**config.mk**
```make
export PLATFORM = sky130hd
export DESIGN_NAME = qrs_sqrt_cell
export DESIGN_NICKNAME = d
export VERILOG_FILES = /design/src/quadratic_root_solver_top_assert.svh /design/src/qrs_sqrt_cell.sv
export SDC_FILE = /design/constraint.sdc
export NUM_CORES = 1
export LEC_CHECK = 0
export BUFFER_PORTS_ARGS = -buffer_cell sky130_fd_sc_hd__clkbuf_2
export CAP_MARGIN = 20
export CELL_PAD_IN_SITES_DETAIL_PLACEMENT = 0
export CELL_PAD_IN_SITES_GLOBAL_PLACEMENT = 1
export CORE_MARGIN = 3
export CORE_UTILIZATION = 34
export CTS_BUF_LIST = sky130_fd_sc_hd__clkbuf_8
export CTS_CLUSTER_SIZE = 10
export DETAILED_ROUTE_END_ITERATION = 10
export GPL_TIMING_DRIVEN = 0
export PLACE_DENSITY = 0.87
export SYNTH_ARGS = -nofsm -noshare
export SYNTH_HDL_FRONTEND = slang
export SYNTH_SLANG_ARGS = --single-unit
```
**constraint.sdc**
```tcl
create_clock -name clock -period 3.11 [get_ports clock]
set_clock_uncertainty 0.2 [all_clocks]
set_input_delay 0.622 -clock clock [delete_from_list [all_inputs] [get_ports clock]]
set_output_delay 0.622 -clock clock [all_outputs]
set_load 0.1 [all_outputs]
```
**src/quadratic_root_solver_top_assert.svh**
```systemverilog
// Assertion macros for the quadratic root solver
`ifndef QUADRATIC_ROOT_SOLVER_TOP_ASSERT_SVH
`define QUADRATIC_ROOT_SOLVER_TOP_ASSERT_SVH

// same-cycle implication, checked outside reset
`define QRS_ASSERT_NOW(label, clk, rst, ante, cons, msg) \
   label: assert property (@(posedge clk) disable iff (rst) (ante) |-> (cons)) \
      else $error(msg);

// next-cycle implication, checked outside reset
`define QRS_ASSERT_NEXT(label, clk, rst, ante, cons, msg) \
   label: assert property (@(posedge clk) disable iff (rst) (ante) |=> (cons)) \
      else $error(msg);

`endif

```
**src/qrs_sqrt_cell.sv**
```systemverilog
// One bit step of the pipelined integer square root
`timescale 1ns / 1ps
module qrs_sqrt_cell #(
   parameter int ROOT_W = 33,
   parameter int SIDE_W = 34
) (
   input  logic                  clock,
   input  logic                  en,
   input  logic [2*ROOT_W-1:0]   rad_i,
   input  logic [ROOT_W+1:0]     rem_i,
   input  logic [ROOT_W-1:0]     root_i,
   input  logic [SIDE_W-1:0]     side_i,
   output logic [2*ROOT_W-1:0]   rad_o,
   output logic [ROOT_W+1:0]     rem_o,
   output logic [ROOT_W-1:0]     root_o,
   output logic [SIDE_W-1:0]     side_o
);
   logic [2*ROOT_W-1:0] rad_ff, rad_in;
   logic [ROOT_W+1:0]   rem_ff, rem_in;
   logic [ROOT_W-1:0]   root_ff, root_in;
   logic [SIDE_W-1:0]   side_ff;
   logic [ROOT_W+1:0]   rem_sh, trial;
   logic                ge;

   always_comb begin
      rem_sh  = {rem_i[ROOT_W-1:0], rad_i[2*ROOT_W-1 -: 2]};
      trial   = {root_i, 2'b01};
      ge      = rem_sh >= trial;
      rem_in  = ge ? (rem_sh - trial) : rem_sh;
      root_in = {root_i[ROOT_W-2:0], ge};
      rad_in  = rad_i << 2;
   end

   always_ff @(posedge clock) begin
      if (en) begin
         rad_ff  <= rad_in;
         rem_ff  <= rem_in;
         root_ff <= root_in;
         side_ff <= side_i;
      end
   end

   assign rad_o  = rad_ff;
   assign rem_o  = rem_ff;
   assign root_o = root_ff;
   assign side_o = side_ff;
endmodule

```
---- Yosys cells after proc, flatten, opt, wreduce, memory -nomap -nowiden ----
Cells that the tools add are included.
operators by class
  $add $sub $neg .......................... 1
  multipliers ............................. 0
  div/mod/pow operators ................... 0
  order comparisons ....................... 1
  equal/unequal tests ..................... 0
  shift-type cells ........................ 0
  multiplexer cells ....................... 1
  bitwise operators ....................... 0
  reductions and logical operators ........ 0
operators by type and width
  cell            count
  $ge 35x35->1    1
  $mux 35         1
  $sub 35x35->35  1
word-level totals
  register bits ........................... 166
  bits in latches ......................... 0
  bits in writable memories ............... 0
  memory bits (read-only) ................. 0
  input port bits ......................... 170
  output and inout port bits .............. 168
  logic and storage cells ................. 7
  memories ................................ 0

---- Longest topological paths before layout ----
Gate-level depths: netlist (run 1).
  depth in word-level cells ............... 2
  gate-level depth with buffers ........... 13
  gate-level depth less buffers ........... 11

---- Worst setup path after synthesis (run 1) ----
Ideal clock, no wire load.
  path kind ............................... input to register
  start ................................... in root_i[17]
  end ..................................... reg rem_ff[34] (netlist: rem_o[34]) (data pin)
  setup time .............................. 0.258 ns
  arrival ................................. 2.616 ns
  data required time ...................... 2.652 ns
  setup slack ............................. 0.036 ns
  cell stages on the path ................. 11
  buffers on the path ..................... 1
  cell sequence ........................... inv_1 > ha_1 > buf_2 > a21oi_1 > o21ai_1 > a2111oi_2 > nor3_1 > o31a_1 > a311o_1 > xnor2_1 > a21oi_1
between the ends
  longest elaborated chain between the ends .. 2
  elaborated cells between the ends (all ways) .. 3
  those cells by class .................... 1 x add/sub; 1 x order compare; 1 x mux
RTL lines
  element                                         RTL line                                  RTL
  start: declaration                              qrs_sqrt_cell.sv:11                       input logic [ROOT_W-1:0] root_i,
  $sub 35x35->35 or $ge 35x35->1 (tied branches)  qrs_sqrt_cell.sv:29, qrs_sqrt_cell.sv:28
  $mux 35 (*)                                     qrs_sqrt_cell.sv:29                       rem_in = ge ? (rem_sh - trial) : rem_sh;
  via rem_in[34]                                  qrs_sqrt_cell.sv:19                       logic [ROOT_W+1:0] rem_ff, rem_in;
  end signal: assignment                          qrs_sqrt_cell.sv:37                       rem_ff <= rem_in;
  end: declaration                                qrs_sqrt_cell.sv:19
The timed path passes the listed nets; every way through them passes the cells marked *.
A chain may end at the register's enable or synchronous reset.

---- Final worst setup path (run 1) ----
  start ................................... in root_i[0]
  end ..................................... reg rem_ff[25] (netlist: rem_o[25]) (data pin)
Same word-level chain as after synthesis.

==> results of run 1 <==
==> path summary, 6_finish.rpt <==
check	from	to	slack, ns	depth (start not counted)
hold / removal	side_i[1]	side_o[1]$_DFFE_PP_	0.14	1
setup / recovery	root_i[0]	rem_o[25]$_DFFE_PP_	0.06	11
==> cell usage in the layout (no fill, tap or decap), drive strengths merged, types with 3 or more instances in the layout <==
cell type	n
a211o	3
a21boi	5
a21o	16
a21oi	54
a31oi	4
and2	4
and3	5
and4	3
buf	16
clkbuf	355
clkinv	7
edfxtp	166
ha	35
inv	52
nand2	36
nand2b	4
nand3	10
nand4	9
nor2	33
nor3	10
nor4	3
o211ai	5
o21a	7
o21ai	27
o21bai	6
o31ai	4
xnor2	17
xor2	10
==> sequential cells by signal, summed over array words and instances (netlist names) <==
signal  cells
side_o     34
root_o     33
rad_o      64
rem_o      35
==> cells by family after synthesis <==
logic type,Yosys count,share of synthesized area [%]
xor+xnor,27,3.15
simple gates,125,8.20
mux,1,0.150
flops,166,66.4
fa+ha+maj,35,5.84
other cells,1,0.0500
buf+inv,60,3.57
compound gates,146,12.6
==> metrics by stage <==
| stage | setup TNS, ns | total power [W] | setup slack (ns) | cell area (um2) |
|---|---|---|---|---|
| finish | 0 | 0.00678 | 0.0637 | 10100 |
| CTS | -0.00924 | 0.00682 | -0.00648 | 9970 |
| detailed placement | -19.41 | 0.00527 | -0.782 | 9550 |
| global route | -0.00431 | 0.00706 | -0.00431 | 10100 |
| global placement | -195.70 | 0.00525 | -1.08 | 9520 |
| floorplan | 0 | 0.00476 | 0.0364 | 7510 |
==> where the power goes <==
| group | total [W] | internal [W] | leakage, nW | switching, W |
|---|---|---|---|---|
| clock | 0.00153 | 0.000606 | 0.200 | 0.000923 |
| sequential | 0.00276 | 0.00270 | 1.62 | 0.0000533 |
| combinational | 0.00249 | 0.000453 | 2.69 | 0.00204 |
==> what timing repair did <==
item / CTS / global route
pin swaps: 0 / 4
setup endpoints to repair: 22 / 35
setup buffers: 0 / 4
endpoints found under the hold margin: 0 / 0
resized for setup: 7 / 14
cloned: 0 / 0
==> area by class of cell <==
type | count | area, um2
plain buffers | 16 | 123
fillers | 1965 | 11300
well taps | 275 | 344
inverters | 44 | 165
repair buffers | 338 | 1730
clock inverters | 15 | 154
flip-flops and latches | 166 | 4980
clock buffers | 17 | 234
multi-input cells | 336 | 2320
==> per-layer routing <==
metal	wire, um	part of all wire [%]	vias to the layer above	global-route usage, %
met5	0	0	-	0
met4	361	1.6	0	4.84
met3	1660	7.4	22	5.29
met2	12200	54	218	33.4
met1	8350	37	2791	20.1
li1	-	-	2823	-
==> flow_summary.yaml, run 1 <==
placed_design:
  dp.cells: 1171
  gp_congestion: 0.838
  hpwl_um: 17700
  port_buffers: 333
die:
  die_area_um2: 23900
  die_y_um: 155
  initial_core_util_pct: 35.1
  rows: 53
  fp.dieW_um: 155
  coreArea_um2: 21400
  io_pins: 338
critical_path:
  cp_top_family: "compound AO/OA/AOI/OAI gates"
  worstSetupEndpointType: "register"
  worst_path_max_delay_cell: "or4b_1"
  cp.arrival_ns: 3.03
  crit_path_cell_trace: "clkbuf_2 > inv_1 > ha_1 > o211ai_1 > o21ai_2 > o2111ai_2 > a21oi_1 > or4b_1 > a31oi_1 > xor2_1 > o21ai_0"
  required_ns: 3.10
  crit_path_max_incr_delay_ns: 0.62
  path_max_fanout: 5
  critPathKind: "input port to register"
  start_kind: "input port"
  cp.buffers_inverters: 2
grt:
  first_global_vias: 5859
  grt_start_max_net_pins: 96
  gr-usage-all-layers_pct: 18.0
  antenna_found_initial: 0
  overflow: 0
  grt_pass1_wl_um: 33400
detailed_routing:
  drc: 0
  drtPass1Iterations: 7
  dr_total_vias: 5854
  wire_per_inst_um: 18.7
  avgViaCountPerCell: 4.85
  ant_nets: 0
  finalWirelength_um: 22600
  drtIter0Drc: 330
synthesis:
  syn_avg_cell_area_um2: 13.4
  synth.area.top_cells: "edfxtp_1, ha_1, a21oi_1"
  synth_edf_count: 166
  yosys.area.top_type_share_pct: 66.4
  yosysMostFrequentCell: "edfxtp_1"
  synth-seq-area-share_pct: 66.4
  yosys_register_bits: 166
  async_reset_ff_share_pct: 0
  syn-instance-count: 561
  ys_warn_count: 0
  synth_top_cell_by_area: "edfxtp_1"
  ys_top_cells_by_count: "edfxtp_1, a21oi_1, inv_1, nand2_1, ha_1"
  synth_area_um2: 7500
  ys.flop_type: "edfxtp_1"
  synth_cell_types: 57
cts:
  cts_max_path_buffers: 2
  cts_buffers: 17
  cts.sinks: 166
  cts_root_buf: "clkbuf_8"
  path_clk_slew_ns: 0.11
  cts_max_level: 4
  cts_tree: "done"
  postCtsHoldBufs: 0
power:
  p_leak_nw: 4.52
  irDropWorstVdd_mv: 0.254
  p_per_area_nw_per_um2: 674
final_layout:
  fin_nets: 1124
  drive_gt1_share_pct: 43.5
  finish.utilization_pct: 47.1
  area_delta_synth_final_pct: 34.1
  insertedDiodeCount: 0
  fin_cells: 1207
outcome:
  outcome: "finished clean"
run:
  drv_cap: 0
sta:
  post-route-period-util_pct: 98.0
  hold_ws_ns: 0.142
  worst_pin_slew_ns: 0.722
  relSlewSlack_pct: 51.5
  hold_violations: 0
  slew_violations: 0
  period_needed_ns: 3.05
  max_freq_mhz: 328
  finalSetupViolations: 0
worst_hold_path:
  min_path_type: "input port to register"
(Power assumes the default switching activity.)
==> run 2: changes to the inputs <==
- ABC_AREA: unset -> 1
- CORE_UTILIZATION: 34 -> 33
- PLACE_DENSITY: 0.87 -> 0.86
==> run 2 against run 1 <==
Global-route usage is 0.36 points lower. Design area is 7.0% higher. Power is 1.4% higher. Critical path type unchanged. Highest routed layer is now met5.
==> flow_summary.yaml, run 2 <==
outcome:
  outcome: "finished clean"
final_layout:
  fin_area_um2: 10800
  fin_nets: 1399
  area_delta_synth_final_pct: 30.2
  mostFrequentLayoutCell: "clkbuf_2"
  fillCellCount: 2486
  largest_reg_flops: 64
  drive_gt1_share_pct: 34.6
  final_cell_mix: "clkbuf_2, nand2_1, edfxtp_1"
  insertedDiodeCount: 0
critical_path:
  crit_path_cell_trace: "clkbuf_2 > inv_1 > ha_1 > nand2_1 > nand2_1 > inv_1 > nor2_1 > nor2_1 > nand2_1 > a21oi_1 > nand2_1 > nand2_1 > nand2_2 > inv_2 > buf_2 > nand2_1 > nand2_1"
  worst_path_max_delay_cell: "ha_1"
  path_max_fanout: 10
  cp.buffers_inverters: 5
  cp.arrival_ns: 2.61
  worstSetupEndpointType: "register"
  start_kind: "input port"
  critPathKind: "input port to register"
  crit_path_max_incr_delay_ns: 0.35
  required_ns: 3.24
  cp_top_family: "simple AND/OR/NAND/NOR gates"
  crit_top_cell: "nand2_1"
sta:
  post-route-period-util_pct: 79.7
  worst_pin_slew_ns: 0.662
  grt_setup_unrepaired: "false"
  finalSetupViolations: 0
  fin_tns_setup_ns: 0
  hold_violations: 0
  relSlewSlack_pct: 55.9
  max_freq_mhz: 403
  setup_ws_ns: 0.631
  slew_violations: 0
  hold_ws_ns: 0.118
  period_needed_ns: 2.48
detailed_routing:
  avgViaCountPerCell: 4.39
  drtIter0Drc: 392
  drtPass1Iterations: 7
  dr_total_vias: 6715
  drc: 0
  finalWirelength_um: 24700
  wire_per_inst_um: 16.1
  ant_nets: 0
cts:
  cts_buffers: 17
  cts.sinks: 166
  cts_tree: "done"
  cts_resized: 0
  path_clk_slew_ns: 0.11
  cts_max_path_buffers: 2
  cts_setup_buffers: 0
  cts_max_level: 4
  postCtsHoldBufs: 0
  cts_root_buf: "clkbuf_8"
placed_design:
  place_area_um2: 10400
  place_ws_ns: 0.114
  hpwl_um: 20200
  port_buffers: 333
  gp_congestion: 0.850
power:
  irDropWorstVdd_mv: 0.316
  p_leak_nw: 5.47
  p_per_area_nw_per_um2: 638
die:
  rows: 57
  die_y_um: 164
  die_area_um2: 27000
  coreArea_um2: 24500
  fp.dieW_um: 164
  initial_core_util_pct: 33.8
  io_pins: 338
grt:
  first_global_vias: 6573
  antenna_found_initial: 3
  gr-usage-all-layers_pct: 17.6
  overflow: 0
  grt_pass1_wl_um: 36100
  grt_start_max_net_pins: 94
synthesis:
  synth_cell_types: 29
  syn_avg_cell_area_um2: 9.85
  yosysMostFrequentCell: "nand2_1"
  synth.area.top_cells: "edfxtp_1, nand2_1, inv_1"
  yosys_register_bits: 166
  ys.flop_type: "edfxtp_1"
  synth_area_um2: 8270
  async_reset_ff_share_pct: 0
  synth_top_cell_by_area: "edfxtp_1"
  ys_warn_count: 0
  synth-seq-area-share_pct: 60.3
  yosys.area.top_type_share_pct: 60.3
  ys_top_cells_by_count: "nand2_1, edfxtp_1, inv_1, nor2_1, ha_1"
  synth_edf_count: 166
  syn-instance-count: 840
run:
  drv_cap: 0
worst_hold_path:
  min_path_type: "input port to register"
==> run 2: cell types whose count changed after synthesis, sizes merged, moves of 5 or more <==
cell	previous run	this run
nor2	33	56
nand2	36	305
inv	44	149
nand3	10	40
xor2	10	17
a21oi	54	28
xnor2	17	1
o21ai	27	14
o21a	7	0
and3	5	0
a21o	16	0
==> run 2: area by class of cell <==
| class | instances | area (um2) | share of cell area (%) |
|---|---|---|---|
| Sequential cell | 166 | 4980 | 46.3 |
| Multi-Input combinational cell | 517 | 2630 | 24.4 |
| Timing Repair Buffer | 334 | 1700 | 15.8 |
| Inverter | 149 | 559 | 5.19 |
| Tap cell | 324 | 405 | 3.77 |
| Clock buffer | 17 | 234 | 2.17 |
| Clock inverter | 15 | 150 | 1.39 |
| Buffer | 9 | 104 | 0.965 |
==> run 2: final timing paths <==
kind | slack, ns | cells after the start | start | endpoint
setup / recovery | 0.63 | 17 | root_i[22] | rem_o[25]$_DFFE_PP_
hold / removal | 0.12 | 1 | side_i[6] | side_o[6]$_DFFE_PP_
==> run 2: where the power goes <==
| group | total [W] | switching [W] | internal, W |
|---|---|---|---|
| Clock | 0.00155 | 0.000949 | 0.000603 |
| Sequential | 0.00276 | 0.0000544 | 0.00271 |
| Combinational | 0.00256 | 0.00212 | 0.000440 |
| Total | 0.00687 | 0.00312 | 0.00375 |
==> run 2: kinds of logic after synthesis <==
logic type / after synthesis / share of synthesized area (%)
buffers and inverters: 158 / 8.02
and+or+nand+nor: 415 / 21.5
AOI/OAI and AO/OA: 47 / 3.00
other: 1 / 0.0453
adders and majority gates: 35 / 5.30
xor gates and xnor gates: 18 / 1.91
DFF: 166 / 60.3
==> run 2: through the flow <==
stage | cells | total power [W] | utilization, %
after floorplan | 841 | 0.00485 | -
after global placement | 1498 | 0.00538 | 42.3
after detailed placement | 1499 | 0.00539 | 42.4
after CTS | 1531 | 0.00695 | 44.0
after global routing | 1531 | 0.00719 | 44.0
final | 1531 | 0.00687 | 44.0
==> run 2: metal layers <==
metal / global-route usage, % / vias up / part of all wire [%]
li1: - / 3414 / -
met2: 32.6 / 201 / 52
met4: 3.96 / 6 / 1.3
met5: 0 / - / 0.17
met3: 4.99 / 24 / 7.5
met1: 20.1 / 3070 / 39
==> run 3: changes to the inputs <==
- ABC_AREA: 1 -> 0
- CORE_UTILIZATION: 33 -> 34
- PLACE_DENSITY: 0.86 -> 0.87
- clock period: 3.11 -> 2.2 ns (I/O delays scaled with it)
==> run 3 against run 2 <==
The flow now finishes with violations (setup timing). Utilization increased by 15 points. Hold slack got worse by 0.010 ns. Wire length increased by 8.3%. Global-route usage increased by 4.2 points. Final cell count decreased by 11%. Combinational power increased by 64%. Die area decreased by 12%. Worst setup slack got worse by 1.1 ns. Largest cell class unchanged.
==> flow_summary.yaml, run 3 (synthesized netlist as in run 1, its figures left out) <==
outcome:
  outcome: "finished, violations left"
  violations: "setup timing"
cts:
  path_clk_slew_ns: 0.10
  cts_max_level: 4
  cts.sinks: 166
  cts_tree: "done"
  cts_max_path_buffers: 2
  cts_root_buf: "clkbuf_8"
  cts_buffers: 17
grt:
  grt_pass1_wl_um: 40100
  overflow: 0
  first_global_vias: 6940
  antenna_found_initial: 0
  grt_start_max_net_pins: 107
  gr-usage-all-layers_pct: 21.9
final_layout:
  final_cell_mix: "clkbuf_2, edfxtp_1, dlygate4sd3_1"
  insertedDiodeCount: 0
  drive_gt1_share_pct: 49.3
  largest_reg_flops: 64
  area_delta_synth_final_pct: 66.7
  mostFrequentLayoutCell: "clkbuf_2"
  fin_nets: 1284
  fillCellCount: 1706
sta:
  hold_violations: 0
  max_freq_mhz: 374
  slew_violations: 0
  relSlewSlack_pct: 60.6
  period_needed_ns: 2.68
  fin_tns_setup_ns: -15.62
  hold_ws_ns: 0.108
  worst_pin_slew_ns: 0.594
  setup_ws_ns: -0.477
  post-route-period-util_pct: 122
  finalSetupViolations: 36
  grt_setup_unrepaired: "true"
die:
  initial_core_util_pct: 35.1
  rows: 53
  coreArea_um2: 21400
  fp.dieW_um: 155
  die_area_um2: 23900
  die_y_um: 155
  io_pins: 338
critical_path:
  required_ns: 2.21
  cp.arrival_ns: 2.68
  critPathKind: "input port to register"
  worstSetupEndpointType: "register"
  path_max_fanout: 4
  start_kind: "input port"
power:
  irDropWorstVdd_mv: 0.329
  p_leak_nw: 5.37
  p_per_area_nw_per_um2: 823
  p_total_w: 0.0103
placed_design:
  hpwl_um: 18300
  port_buffers: 333
  gp_congestion: 0.807
detailed_routing:
  avgViaCountPerCell: 4.92
  ant_nets: 0
  wire_per_inst_um: 19.5
  drtIter0Drc: 407
  drc: 0
  dr_total_vias: 6730
  drtPass1Iterations: 4
  finalWirelength_um: 26700
worst_hold_path:
  min_path_type: "input port to register"
run:
  drv_cap: 0
-- run 3: cell count changes in the layout (fill, tap and decap cells not counted), sizes merged, moves of 16 or more --
cell	delta
nand2	-269
dlygate4sd3	+130
inv	-107
buf	+40
nand3	-30
a21oi	+26
nor2	-23
a21o	+16
xnor2	+16
-- run 3: metrics by stage --
stage	util, %	instance area (um2)	instances	setup WS [ns]
2_1_floorplan	-	7990	562	-0.484
3_3_place_gp	46.8	10000	1170	-1.80
3_5_place_dp	47.0	10000	1171	-1.27
4_1_cts	57.0	12200	1354	-0.449
5_1_grt	58.6	12500	1367	-0.530
6_report	58.6	12500	1367	-0.477
-- run 3: repair_timing --
action	CTS	global route
endpoints found under the hold margin	128	2
hold buffers	128	2
endpoints found under the setup margin	36	36
pin swaps	33	12
gates cloned	2	1
setup buffers	24	11
resized for setup	57	52
-- run 3: power by group --
| group | internal (W) | switching (W) | total, W |
|---|---|---|---|
| registers | 0.00383 | 0.0000880 | 0.00391 |
| logic | 0.00107 | 0.00313 | 0.00420 |
| clock network | 0.000856 | 0.00133 | 0.00218 |
| total | 0.00575 | 0.00455 | 0.0103 |
-- run 3: per-layer routing --
metal	global-route usage (%)	vias up	share of wire, %
met5	0	-	0
met4	8.66	0	3.6
met3	4.84	56	6.2
met2	40.5	288	54
met1	24.3	3234	36
li1	-	3152	-
-- run 3: worst paths after layout --
kind	to	cells past startpoint	startpoint	slack, ns
max	rem_o[21]$_DFFE_PP_	12	root_i[11]	-0.48
min	rem_o[33]$_DFFE_PP_	3	rem_i[31]	0.11
-- run 3: layout make-up --
cell class | instances | area (um2) | area share (%)
clock buffers | 17 | 234 | 1.87
repair buffers | 502 | 3420 | 27.4
inverters | 44 | 198 | 1.58
clock inverters | 15 | 156 | 1.25
multi-input cells | 336 | 3030 | 24.2
flip-flops and latches | 166 | 4980 | 39.9
plain buffers | 12 | 143 | 1.14
well taps | 275 | 344 | 2.75
-- run 3: worst max-delay path, stage by stage --
cell	delay [ns]
clkbuf_2	0.10
inv_1	0.06
ha_4	0.29
nand4_1	0.18
nor3_2	0.20
o211ai_1	0.17
o211ai_2	0.16
a21oi_2	0.13
o31a_1	0.41
buf_4	0.18
and2_1	0.15
a31o_4	0.20
