[config.mk]
export PLATFORM = sky130hd
export DESIGN_NAME = qrs_div_cell
export DESIGN_NICKNAME = d
export VERILOG_FILES = /design/src/quadratic_root_solver_top_assert.svh /design/src/qrs_div_cell.sv
export SDC_FILE = /design/constraint.sdc
export NUM_CORES = 1
export LEC_CHECK = 0
export BUFFER_PORTS_ARGS = -buffer_cell sky130_fd_sc_hd__buf_2
export CAP_MARGIN = 30
export CORE_MARGIN = 3
export CORE_UTILIZATION = 43
export DETAILED_ROUTE_END_ITERATION = 8
export GPL_TIMING_DRIVEN = 0
export HOLD_SLACK_MARGIN = 0.15
export PLACE_DENSITY = 0.76
export SLEW_MARGIN = 5
export SYNTH_ARGS = -nofsm -noshare
export SYNTH_HDL_FRONTEND = slang
export SYNTH_SLANG_ARGS = --single-unit
[constraint.sdc]
create_clock -name clock -period 2.15 [get_ports clock]
set_input_delay 0.1075 -clock clock [delete_from_list [all_inputs] [get_ports clock]]
set_output_delay 0.1075 -clock clock [all_outputs]
set_load 0.02 [all_outputs]
[src/quadratic_root_solver_top_assert.svh]
// Assertion macros for the quadratic root solver
`ifndef QUADRATIC_ROOT_SOLVER_TOP_ASSERT_SVH
`define QUADRATIC_ROOT_SOLVER_TOP_ASSERT_SVH

// same-cycle implication, checked outside reset
`define QRS_ASSERT_NOW(label, clk, rst, ante, cons, msg) \
   label: assert property (@(posedge clk) disable iff (rst) (ante) |-> (cons)) \
      else $error(msg);

// next-cycle implication, checked outside reset
`define QRS_ASSERT_NEXT(label, clk, rst, ante, cons, msg) \
   label: assert property (@(posedge clk) disable iff (rst) (ante) |=> (cons)) \
      else $error(msg);

`endif

[src/qrs_div_cell.sv]
// One quotient bit step of the two-lane restoring divider
`timescale 1ns / 1ps
module qrs_div_cell #(
   parameter int DIV_W  = 34,
   parameter int DEN_W  = 17,
   parameter int SIDE_W = 4
) (
   input  logic               clock,
   input  logic               en,
   input  logic [DEN_W-1:0]   den_i,
   input  logic [DIV_W-1:0]   sh_i  [2],
   input  logic [DEN_W:0]     rem_i [2],
   input  logic [SIDE_W-1:0]  side_i,
   output logic [DEN_W-1:0]   den_o,
   output logic [DIV_W-1:0]   sh_o  [2],
   output logic [DEN_W:0]     rem_o [2],
   output logic [SIDE_W-1:0]  side_o
);
   logic [DEN_W-1:0]  den_ff;
   logic [DIV_W-1:0]  sh_ff [2], sh_in [2];
   logic [DEN_W:0]    rem_ff [2], rem_in [2];
   logic [SIDE_W-1:0] side_ff;

   always_comb begin
      logic [DEN_W:0] r2;
      logic           ge;
      for (int l = 0; l < 2; l++) begin
         r2         = {rem_i[l][DEN_W-1:0], sh_i[l][DIV_W-1]};
         ge         = r2 >= {1'b0, den_i};
         rem_in[l]  = ge ? (r2 - {1'b0, den_i}) : r2;
         sh_in[l]   = {sh_i[l][DIV_W-2:0], ge};
      end
   end

   always_ff @(posedge clock) begin
      if (en) begin
         den_ff  <= den_i;
         sh_ff   <= sh_in;
         rem_ff  <= rem_in;
         side_ff <= side_i;
      end
   end

   assign den_o  = den_ff;
   assign sh_o   = sh_ff;
   assign rem_o  = rem_ff;
   assign side_o = side_ff;
endmodule

# After elaboration in Yosys (flattened, before gate mapping)

Index checks and enable logic that the tools add are counted.

Word-level logic and storage cells: 12
Memory bits (read-only): 0
Memories kept: 0
Latch bits: 0
RAM bits: 0
Bits in registers: 125

$mul: 0
Multiplexer cells: 2
Reductions and logical operators: 0
Divide/modulo/power cells: 0
Order comparisons: 2
Bitwise operators: 0
Shifts and indexed selects: 0
Add/subtract/negate cells: 2
Equal/unequal tests: 0

Operators with widths:

| kind                                             | number |
|---|---|
| 18-bit by 17-bit >= comparator with 1-bit output | 2 |
| 18-bit 2-to-1 mux                                | 2 |
| 18-bit by 17-bit subtractor with 18-bit output   | 2 |

# Logic depth before layout (Yosys ltp)

Gate-level depths: netlist of the first run.

Depth after elaboration: 2
Depth in mapped cells: 12
Depth with buffers taken out: 11

# Least setup slack after synthesis of the first run

Ideal clock, no wire load.

Path type: input port to flip-flop
Start: in sh_i[33] (netlist bit)
End: reg rem_ff, in the netlist rem_o[11], data pin
Setup slack: -0.224 ns
Data required time: 1.890 ns
Cell stages on the path: 11
Path buffers: 1
Arrival time: 2.114 ns
Path through: inv_1 ha_1 inv_1 fa_1 a21o_1 a31oi_1 o21ai_1 o21ai_0 a22oi_2 buf_4 mux2_2

RTL lines:

| item                 | line               | RTL |
|---|---|---|
| start, declared      | qrs_div_cell.sv:11 | `input logic [DIV_W-1:0] sh_i [2],` |
| end signal, assigned | qrs_div_cell.sv:39 | `rem_ff <= rem_in;` |
| end, declared        | qrs_div_cell.sv:21 | `logic [DEN_W:0] rem_ff [2], rem_in [2];` |

==> impl_metrics.py, run 1 <==
metrics = {
    "outcome": {
        "status": "completed",
    },
    "synth": {
        "yosys.area.top_type_share_pct": 63.8,
        "synth_warnings": 0,
        "syn-mean-instance-area_um2": 13.7,
        "yosys.area.top_type": "edfxtp_1",
        "yosys-top-cells-area": "edfxtp_1, ha_1, a21oi_1, xnor2_1, mux2_2",
        "ys.flop_type": "edfxtp_1",
        "ys_async_sr_fraction_pct": 0,
        "yosysSeqAreaShare_pct": 63.8,
        "ys_ff_latch": 125,
        "synth.most_common_cell": "edfxtp_1",
        "syn_inst": 430,
        "ys_types": 50,
        "synthTopCellsByCount": "edfxtp_1, a21oi_1, ha_1, nor2_1, inv_1",
        "synth_nets": 593,
        "synth_area_um2": 5880,
        "synth_edf_count": 125,
    },
    "timing": {
        "finalSetupViolCount": 0,
        "slew_headroom_pct": 65.1,
        "report.final.hold_viol_count": 0,
        "slew_viol_final": 0,
        "tightest_slew_ns": 0.524,
        "min_period_ns": 2.09,
        "finalCritPeriodShare_pct": 97.1,
        "fmax_ghz": 0.479,
        "holdWs_ns": 0.208,
        "setup_slack_ns": 0.0625,
    },
    "drt": {
        "drt_first_pass_iters": 5,
        "routed_via_density": 5.17,
        "ant_nets": 0,
        "wire_per_inst_um": 19.0,
        "drc": 0,
        "dr_total_vias": 5225,
        "wirelength_um": 19200,
        "drtIter0Drc": 440,
    },
    "floorplan": {
        "start_util_pct": 44.2,
        "placementRows": 42,
        "num_io_pins": 252,
        "core_area_um2": 13300,
        "die_h_um": 123,
        "die_area_um2": 15100,
        "die_x_um": 123,
    },
    "power": {
        "p_seq_share_pct": 40.1,
        "power_leakage_nw": 4.07,
        "p_int_mw": 5.45,
        "peakVddDrop_mv": 0.417,
        "power_frac_clock_pct": 36.7,
        "p_sw_share_pct": 28.6,
        "power_mw": 7.64,
        "power_density_nw_per_um2": 819,
        "p_comb_share_pct": 23.3,
        "switchingPower_mw": 2.18,
    },
    "global_route": {
        "grt_pass1_vias": 5380,
        "antenna_found_initial": 2,
        "track_usage_pct": 25.3,
        "overflow": 0,
        "grt_pass1_wl_um": 28600,
        "grt_max_degree": 73,
    },
    "clock_tree": {
        "root_buffer": "clkbuf_16",
        "cts-buffers-inserted": 17,
        "cts_buffer_depth": 2,
        "cts.sinks": 125,
        "path_clk_slew_ns": 0.06,
        "cts_tree": "built",
        "htreeDepth": 4,
    },
    "cells_and_area": {
        "fillers": 896,
        "drive_gt1_share_pct": 39.5,
        "finalNetCount": 984,
        "stdcell_count": 1010,
        "area_growth_syn_to_layout_pct": 58.5,
    },
    "worst_setup_path": {
        "required_ns": 2.32,
        "crit_type": "in2reg",
        "startpoint_type": "primary input",
        "endpoint_kind": "flip-flop",
        "path_max_fanout": 10,
        "crit_arrival_ns": 2.26,
    },
    "placed_design": {
        "hpwl_um": 12800,
        "dp_cells": 856,
        "io_buffers": 249,
        "pre_cts_ws_ns": -0.603,
        "gp_congestion": 0.808,
    },
    "hold_path": {
        "hold_end": "rem_o[0]",
        "min_delay_path_depth": 4,
        "hold_class": "in2reg",
        "hold_start": "sh_i[33]",
    },
    "run": {
        "maxCapViolations": 0,
    },
}
[per-stage QoR]
step                      TNS (ns)  area (µm²)  utilization, %
final                            0        9320            70.1
after global routing      -0.00236        9320            70.1
after CTS                        0        9270            69.7
after detailed placement    -17.44        7450            56.0
after global placement      -54.97        7410            55.8
after floorplan             -0.126        5950               -
[layer usage]
metal | global-route usage, % | wire length, µm
met5 | 0 | 17
met4 | 10.8 | 634
met3 | 8.92 | 1940
met2 | 43.8 | 9680
met1 | 28.4 | 6920
[registers in the layout, indices dropped and copies added, names as in the netlist]
register and flops:
rem_o 36, den_o 17, side_o 4, sh_o 68
[cell usage in the layout (no fill, tap or decap), types with 6 or more instances in the layout]
cell type      netlist  final
a21o_1              12     12
a21oi_1             43     40
buf_2                1    250
clkbuf_16            0     17
dlygate4sd3_1        0    124
edfxtp_1           125    125
ha_1                34     32
inv_1               26     24
mux2_2              12     12
nand2_1             20     19
nand3_1              6      6
nor2_1              28     28
o21ai_0             15     13
xnor2_1             18     18
xor2_1               9      9
[worst max path at each step]
| stage | endpoint | from | cells past startpoint |
|---|---|---|---|
| floorplan | rem_o[22] | sh_i[67] | 11 |
| global placement | rem_o[11] | den_i[7] | 10 |
| detailed placement | rem_o[16] | den_i[0] | 11 |
| CTS | rem_o[34] | sh_i[67] | 12 |
| global route | rem_o[6] | den_i[0] | 11 |
| finish | rem_o[22] | rem_i[31] | 8 |
[cell type report]
| cell class | count | area, µm² | area share [%] |
|---|---|---|---|
| Sequential cell | 125 | 3750 | 40.3 |
| Timing Repair Buffer | 376 | 2540 | 27.2 |
| Multi-Input combinational cell | 267 | 2070 | 22.2 |
| Clock buffer | 17 | 425 | 4.56 |
| Tap cell | 176 | 220 | 2.36 |
| Clock inverter | 14 | 145 | 1.56 |
| Inverter | 26 | 110 | 1.18 |
| Buffer | 8 | 56.3 | 0.604 |
| Antenna cell | 1 | 2.50 | 0.0268 |
[power groups by stage]
stage / Combinational, mW / Clock, mW / Sequential [mW]
after floorplan: 0.617 / 0 / 3.44
after global placement: 1.49 / 0 / 3.10
after detailed placement: 1.53 / 0 / 3.10
after CTS: 1.73 / 2.82 / 3.06
after global routing: 1.91 / 2.95 / 3.08
final: 1.78 / 2.80 / 3.06
[cells by family (layout without fill, tap and decap cells)]
group | after synthesis | count (layout) | synth area share (%)
other cells | 0 | 1 | 0
simple gates | 80 | 80 | 6.47
compound gates | 106 | 106 | 11.3
buf+inv | 38 | 441 | 2.77
mux | 18 | 18 | 3.74
xor+xnor | 27 | 27 | 4.02
fa+ha+maj | 36 | 36 | 7.91
flops | 125 | 125 | 63.8
[critical path, cell delays in order]
cell	delay, ns
dlygate4sd3_1	0.53
buf_2	0.13
ha_1	0.37
nand2_1	0.09
nor3_2	0.25
a221o_1	0.27
buf_6	0.20
mux2_4	0.31
[what timing repair did]
action / in CTS / in global routing
pin swaps: 1 / 3
resized for setup: 1 / 15
hold endpoints to repair: 130 / 0
endpoints found under the setup margin: 23 / 32
hold buffers: 124 / 0
buffers inserted: 1 / 1
Note: power is estimated with default switching activity, not from simulation.
==> run 2, diff against run 1 <==
- SETUP_SLACK_MARGIN: unset -> 0.5
- clock period: 2.15 -> 1.8 ns (I/O delays scaled with it)
==> run 2 against run 1 <==
Against the previous run:
- the run now ends with setup timing left
- design area increased by 6.3%
- clock power is 14% higher
- power up 21%
- worst hold slack got worse by 0.092 ns
- count of clock-buffer cells in the layout unchanged
- utilization rose by 4.4 points
- global-route usage shrank 0.057 points
- largest cell class unchanged
- largest power group unchanged
==> impl_metrics.py, run 2 (synthesis gave the netlist of run 1 again) <==
metrics = {
    "cells_and_area": {
        "stdcell_area_um2": 9910,
        "drive_gt1_share_pct": 46.4,
        "largest_reg_flops": 68,
        "final_util_pct": 74.5,
        "area_growth_syn_to_layout_pct": 68.5,
        "mostFrequentLayoutCells": "buf_2, edfxtp_1, dlygate4sd3_1",
        "finalNetCount": 1007,
        "final_common_cell": "buf_2",
    },
    "run": {
        "maxCapViolations": 0,
    },
    "drt": {
        "routed_via_density": 5.13,
        "dr_total_vias": 5307,
        "wire_per_inst_um": 19.4,
        "drtIter0Drc": 473,
        "wirelength_um": 20100,
        "drc": 0,
        "ant_nets": 0,
        "drt_first_pass_iters": 4,
    },
    "timing": {
        "report.final.hold_viol_count": 0,
        "fmax_ghz": 0.509,
        "holdWs_ns": 0.116,
        "finalSetupViolCount": 37,
        "setup_slack_ns": -0.165,
        "finalCritPeriodShare_pct": 109,
        "min_period_ns": 1.97,
        "slew_viol_final": 0,
        "rsz0062_at_grt": "true",
        "slew_headroom_pct": 67.2,
        "tightest_slew_ns": 0.492,
    },
    "clock_tree": {
        "cts-buffers-inserted": 17,
        "path_clk_slew_ns": 0.06,
        "postCtsHoldBufs": 125,
        "cts_tree": "built",
        "root_buffer": "clkbuf_16",
        "cts.sinks": 125,
        "htreeDepth": 4,
        "cts_buffer_depth": 2,
    },
    "floorplan": {
        "num_io_pins": 252,
        "start_util_pct": 44.2,
        "die_h_um": 123,
        "die_x_um": 123,
        "core_area_um2": 13300,
        "placementRows": 42,
        "die_area_um2": 15100,
    },
    "worst_setup_path": {
        "path_max_fanout": 8,
        "startpoint_type": "primary input",
        "crit_type": "in2reg",
        "required_ns": 1.96,
        "crit_arrival_ns": 2.12,
        "endpoint_kind": "flip-flop",
    },
    "hold_path": {
        "min_delay_path_depth": 1,
        "hold_class": "in2reg",
    },
    "power": {
        "p_sw_share_pct": 29.2,
        "power_leakage_nw": 4.24,
        "p_comb_share_pct": 26.2,
        "power_density_nw_per_um2": 934,
        "switchingPower_mw": 2.71,
        "p_int_mw": 6.55,
        "peakVddDrop_mv": 0.542,
        "power_frac_clock_pct": 34.3,
        "power_mw": 9.26,
        "p_seq_share_pct": 39.5,
    },
    "outcome": {
        "status": "finished with violations",
        "violations": "setup timing",
    },
    "global_route": {
        "grt_pass1_wl_um": 28800,
        "grt_max_degree": 78,
        "track_usage_pct": 25.3,
        "antenna_found_initial": 4,
        "grt_pass1_vias": 5459,
        "overflow": 0,
    },
    "placed_design": {
        "gp_congestion": 0.848,
        "io_buffers": 249,
        "hpwl_um": 12600,
        "place_area_um2": 7490,
    },
}
-- run 2: cell type report --
class	instances	area (µm²)
sequential	125	3750
buffer	12	105
fill	848	3380
clock buffer	17	425
tap	176	220
multi-input combinational	267	2390
inverter	26	126
clock inverter	14	120
antenna	3	7.51
timing repair buffer	395	2760
-- run 2: path summary, 6_finish.rpt --
kind  startpoint        end  slack (ns)
max     sh_i[67]  rem_o[27]       -0.17
min           en  rem_o[11]        0.12
-- run 2: stage by stage --
| stage | std cells | TNS (ns) | setup slack (ns) |
|---|---|---|---|
| finish | 1035 | -4.03 | -0.165 |
| global route | 1035 | -5.60 | -0.235 |
| CTS | 1025 | -6.03 | -0.265 |
| detailed placement | 856 | -28.09 | -0.967 |
| global placement | 855 | -110.09 | -0.910 |
| floorplan | 430 | -8.50 | -0.358 |
-- run 2: power groups by stage --
stage / clock (mW) / sequential [mW] / combinational (mW)
6_report: 3.18 / 3.66 / 2.43
5_1_grt: 3.35 / 3.68 / 2.59
4_1_cts: 3.21 / 3.65 / 2.22
3_5_place_dp: 0 / 3.70 / 1.84
3_3_place_gp: 0 / 3.71 / 1.80
2_1_floorplan: 0 / 4.11 / 0.754
-- run 2: per-layer routing --
layer  GRT usage (%)  up-vias  wire (µm)
met3            8.01       41       1860
met4            9.87        2        501
met1            28.5     2555       7480
met2            44.5      245      10300
met5               0        -         13
li1                -     2464          -
-- run 2: critical path: stages --
cell	delay, ns
buf_12	0.11
inv_12	0.04
ha_4	0.12
inv_2	0.03
fa_2	0.33
a21o_1	0.18
nand2_2	0.10
a31oi_4	0.10
a2bb2oi_2	0.16
a221o_1	0.37
buf_6	0.17
mux2_4	0.30
-- run 2: repair_timing --
| item | 4_1_cts | 5_1_grt |
|---|---|---|
| pin swaps | 16 | 22 |
| endpoints found under the hold margin | 171 | 17 |
| endpoints found under the setup margin | 38 | 38 |
| gates cloned | 2 | 0 |
| resized for setup | 45 | 71 |
| buffers inserted | 11 | 7 |
==> run 3, diff against run 2 <==
- ABC_AREA: unset -> 1
- CORE_UTILIZATION: 43 -> 45
- CTS_CLUSTER_DIAMETER: unset -> 40
- PLACE_DENSITY: 0.76 -> 0.77
==> run 3 against run 2 <==
Against the previous run:
- largest cell class unchanged
- global-route usage rose by 4.2 points
- highest routed layer unchanged
- largest power group unchanged
- synthesized cell count rose by 78%
- sequential share of layout area fell by 6.1 points
- the run now ends clean
- sequential power barely moved
- first-iteration DRC count fell by 8.5%
- combinational power rose by 19%
==> impl_metrics.py, run 3 <==
metrics = {
    "outcome": {
        "status": "completed",
    },
    "drt": {
        "wirelength_um": 26200,
        "routed_via_density": 5.05,
        "drt_first_pass_iters": 5,
        "wire_per_inst_um": 18.5,
        "drtIter0Drc": 433,
        "dr_total_vias": 7139,
        "drc": 0,
        "ant_nets": 0,
    },
    "timing": {
        "slew_headroom_pct": 69.4,
        "finalSetupViolCount": 0,
        "tightest_slew_ns": 0.460,
        "slew_viol_final": 0,
        "report.final.hold_viol_count": 0,
        "min_period_ns": 1.47,
        "rsz0062_at_grt": "true",
        "holdWs_ns": 0.0647,
        "fmax_ghz": 0.679,
        "finalSetupTns_ns": 0,
        "finalCritPeriodShare_pct": 81.8,
    },
    "synth": {
        "synth_nets": 928,
        "yosys-top-cells-area": "edfxtp_1, nand2_1, inv_1, ha_1, nand3_1",
        "synth_edf_count": 125,
        "yosysSeqAreaShare_pct": 54.6,
        "synth_area_um2": 6870,
        "yosys.area.top_type": "edfxtp_1",
        "yosys.area.top_type_share_pct": 54.6,
        "ys_async_sr_fraction_pct": 0,
        "syn-mean-instance-area_um2": 8.98,
        "ys.flop_type": "edfxtp_1",
        "synth.most_common_cell": "nand2_1",
        "ys_ff_latch": 125,
        "synth_warnings": 0,
        "synthTopCellsByCount": "nand2_1, edfxtp_1, inv_1, ha_1, nand3_1",
        "ys_types": 26,
        "syn_inst": 765,
    },
    "placed_design": {
        "dp_cells": 1199,
        "hpwl_um": 15500,
        "io_buffers": 249,
        "gp_congestion": 0.925,
    },
    "worst_setup_path": {
        "max_stage_delay_ns": 0.38,
        "crit_end": "rem_o[11]",
        "required_ns": 2.08,
        "crit_arrival_ns": 1.75,
        "endpoint_kind": "flip-flop",
        "critPathSlowestCell": "fa_2",
        "crit_type": "in2reg",
        "startpoint_type": "primary input",
        "worstPathCellList": "buf_2 -> inv_2 -> ha_2 -> inv_4 -> fa_2 -> buf_6 -> nand4_4 -> nand3_4 -> nor2_4 -> buf_8 -> nand2_1 -> nand2_1",
        "path_max_fanout": 5,
        "cp-startpoint": "sh_i[33]",
        "crit_top_cell": "nand2_1",
    },
    "floorplan": {
        "start_util_pct": 46.6,
        "die_h_um": 130,
        "die_x_um": 130,
        "core_area_um2": 14800,
        "die_area_um2": 16800,
        "placementRows": 44,
        "num_io_pins": 252,
    },
    "power": {
        "peakVddDrop_mv": 0.788,
        "power_density_nw_per_um2": 841,
        "power_leakage_nw": 5.66,
    },
    "cells_and_area": {
        "stdcell_count": 1414,
        "mostFrequentLayoutCells": "buf_2, nand2_1, edfxtp_1",
        "finalNetCount": 1381,
        "area_growth_syn_to_layout_pct": 71.9,
        "drive_gt1_share_pct": 46.9,
        "largest_reg_flops": 68,
        "final_common_cell": "buf_2",
    },
    "global_route": {
        "antenna_found_initial": 2,
        "grt_pass1_wl_um": 37600,
        "track_usage_pct": 29.4,
        "overflow": 0,
        "grt_pass1_vias": 7106,
        "grt_max_degree": 95,
    },
    "clock_tree": {
        "root_buffer": "clkbuf_16",
        "htreeDepth": 4,
        "cts_tree": "built",
        "path_clk_slew_ns": 0.06,
        "cts_buffer_depth": 2,
        "cts.sinks": 125,
        "cts-buffers-inserted": 17,
    },
    "hold_path": {
        "hold_class": "in2reg",
    },
    "run": {
        "maxCapViolations": 0,
    },
}
-- run 3: cell types whose count changed in the layout (fill, tap and decap cells not counted), sizes merged, moves of 6 or more --
cell and delta:
clkinvlp +6, a21oi -23, a21o -12, inv +100
buf +34, nor2 +6, nand2 +324, o21ai -16
mux2 -17, xnor2 -15, a31oi -6, nand3 +28
-- run 3: stage by stage --
step / utilization (%) / total power [mW] / instance area (µm²) / setup WS [ns]
floorplan: - / 4.99 / 7170 / 0.199
global placement: 58.6 / 5.72 / 8650 / -0.729
detailed placement: 58.8 / 5.75 / 8680 / -0.231
CTS: 76.9 / 9.61 / 11300 / 0.376
global route: 80.0 / 10.3 / 11800 / 0.243
finish: 80.0 / 9.93 / 11800 / 0.328
-- run 3: layout make-up --
| class | instances | area [µm²] |
|---|---|---|
| Antenna cell | 1 | 2.50 |
| Buffer | 4 | 60.1 |
| Clock buffer | 17 | 425 |
| Clock inverter | 13 | 141 |
| Fill cell | 906 | 2950 |
| Inverter | 139 | 592 |
| Multi-Input combinational cell | 497 | 3400 |
| Sequential cell | 125 | 3750 |
| Tap cell | 184 | 230 |
| Timing Repair Buffer | 434 | 3210 |
-- run 3: how the worst min path moves through the flow --
stage | startpoint | to | cells past startpoint
global route | en | sh_o[46] | 1
global placement | sh_i[37] | sh_o[38] | 1
floorplan | den_i[0] | den_o[0] | 0
detailed placement | sh_i[24] | sh_o[25] | 1
finish | en | sh_o[38] | 1
CTS | rem_i[7] | rem_o[8] | 3
-- run 3: kinds of logic (layout without fill, tap and decap cells) --
group | Yosys count | in the layout | share of synthesized area, %
AO/OA/AOI/OAI | 20 | 20 | 1.89
XOR/XNOR | 14 | 14 | 1.78
other | 0 | 1 | 0
flip-flops | 125 | 125 | 54.6
buffers and inverters | 143 | 607 | 8.30
adder cells (fa/ha/maj) | 36 | 36 | 6.77
AND/OR/NAND/NOR | 427 | 427 | 26.6
-- run 3: timing repair --
item / in CTS / in global routing
setup endpoints to repair: 38 / 38
buffers inserted: 46 / 11
pin swaps: 59 / 65
hold endpoints to repair: 154 / 33
hold buffers: 121 / 2
gates cloned: 4 / 0
gates resized for setup: 120 / 113
-- run 3: metal layers --
layer	GRT usage [%]	share of wire (%)	vias to the layer above
met5	0	0.027	-
met2	50.0	50	357
met3	8.74	8.2	79
met1	34.3	37	3376
met4	13.8	4.3	2
li1	-	-	3325
-- run 3: power by group --
| group | switching, mW | leakage, nW | internal, mW | total [mW] |
|---|---|---|---|---|
| sequential | 0.0891 | 1.22 | 3.56 | 3.65 |
| combinational | 1.68 | 4.16 | 1.22 | 2.90 |
| clock | 1.36 | 0.274 | 2.03 | 3.39 |
-- run 3: worst max-delay path, delay by kind of cell --
family        cells  cell delay [ns]
fa+ha+maj         2             0.56
buf+inv           5             0.53
simple gates      5             0.58
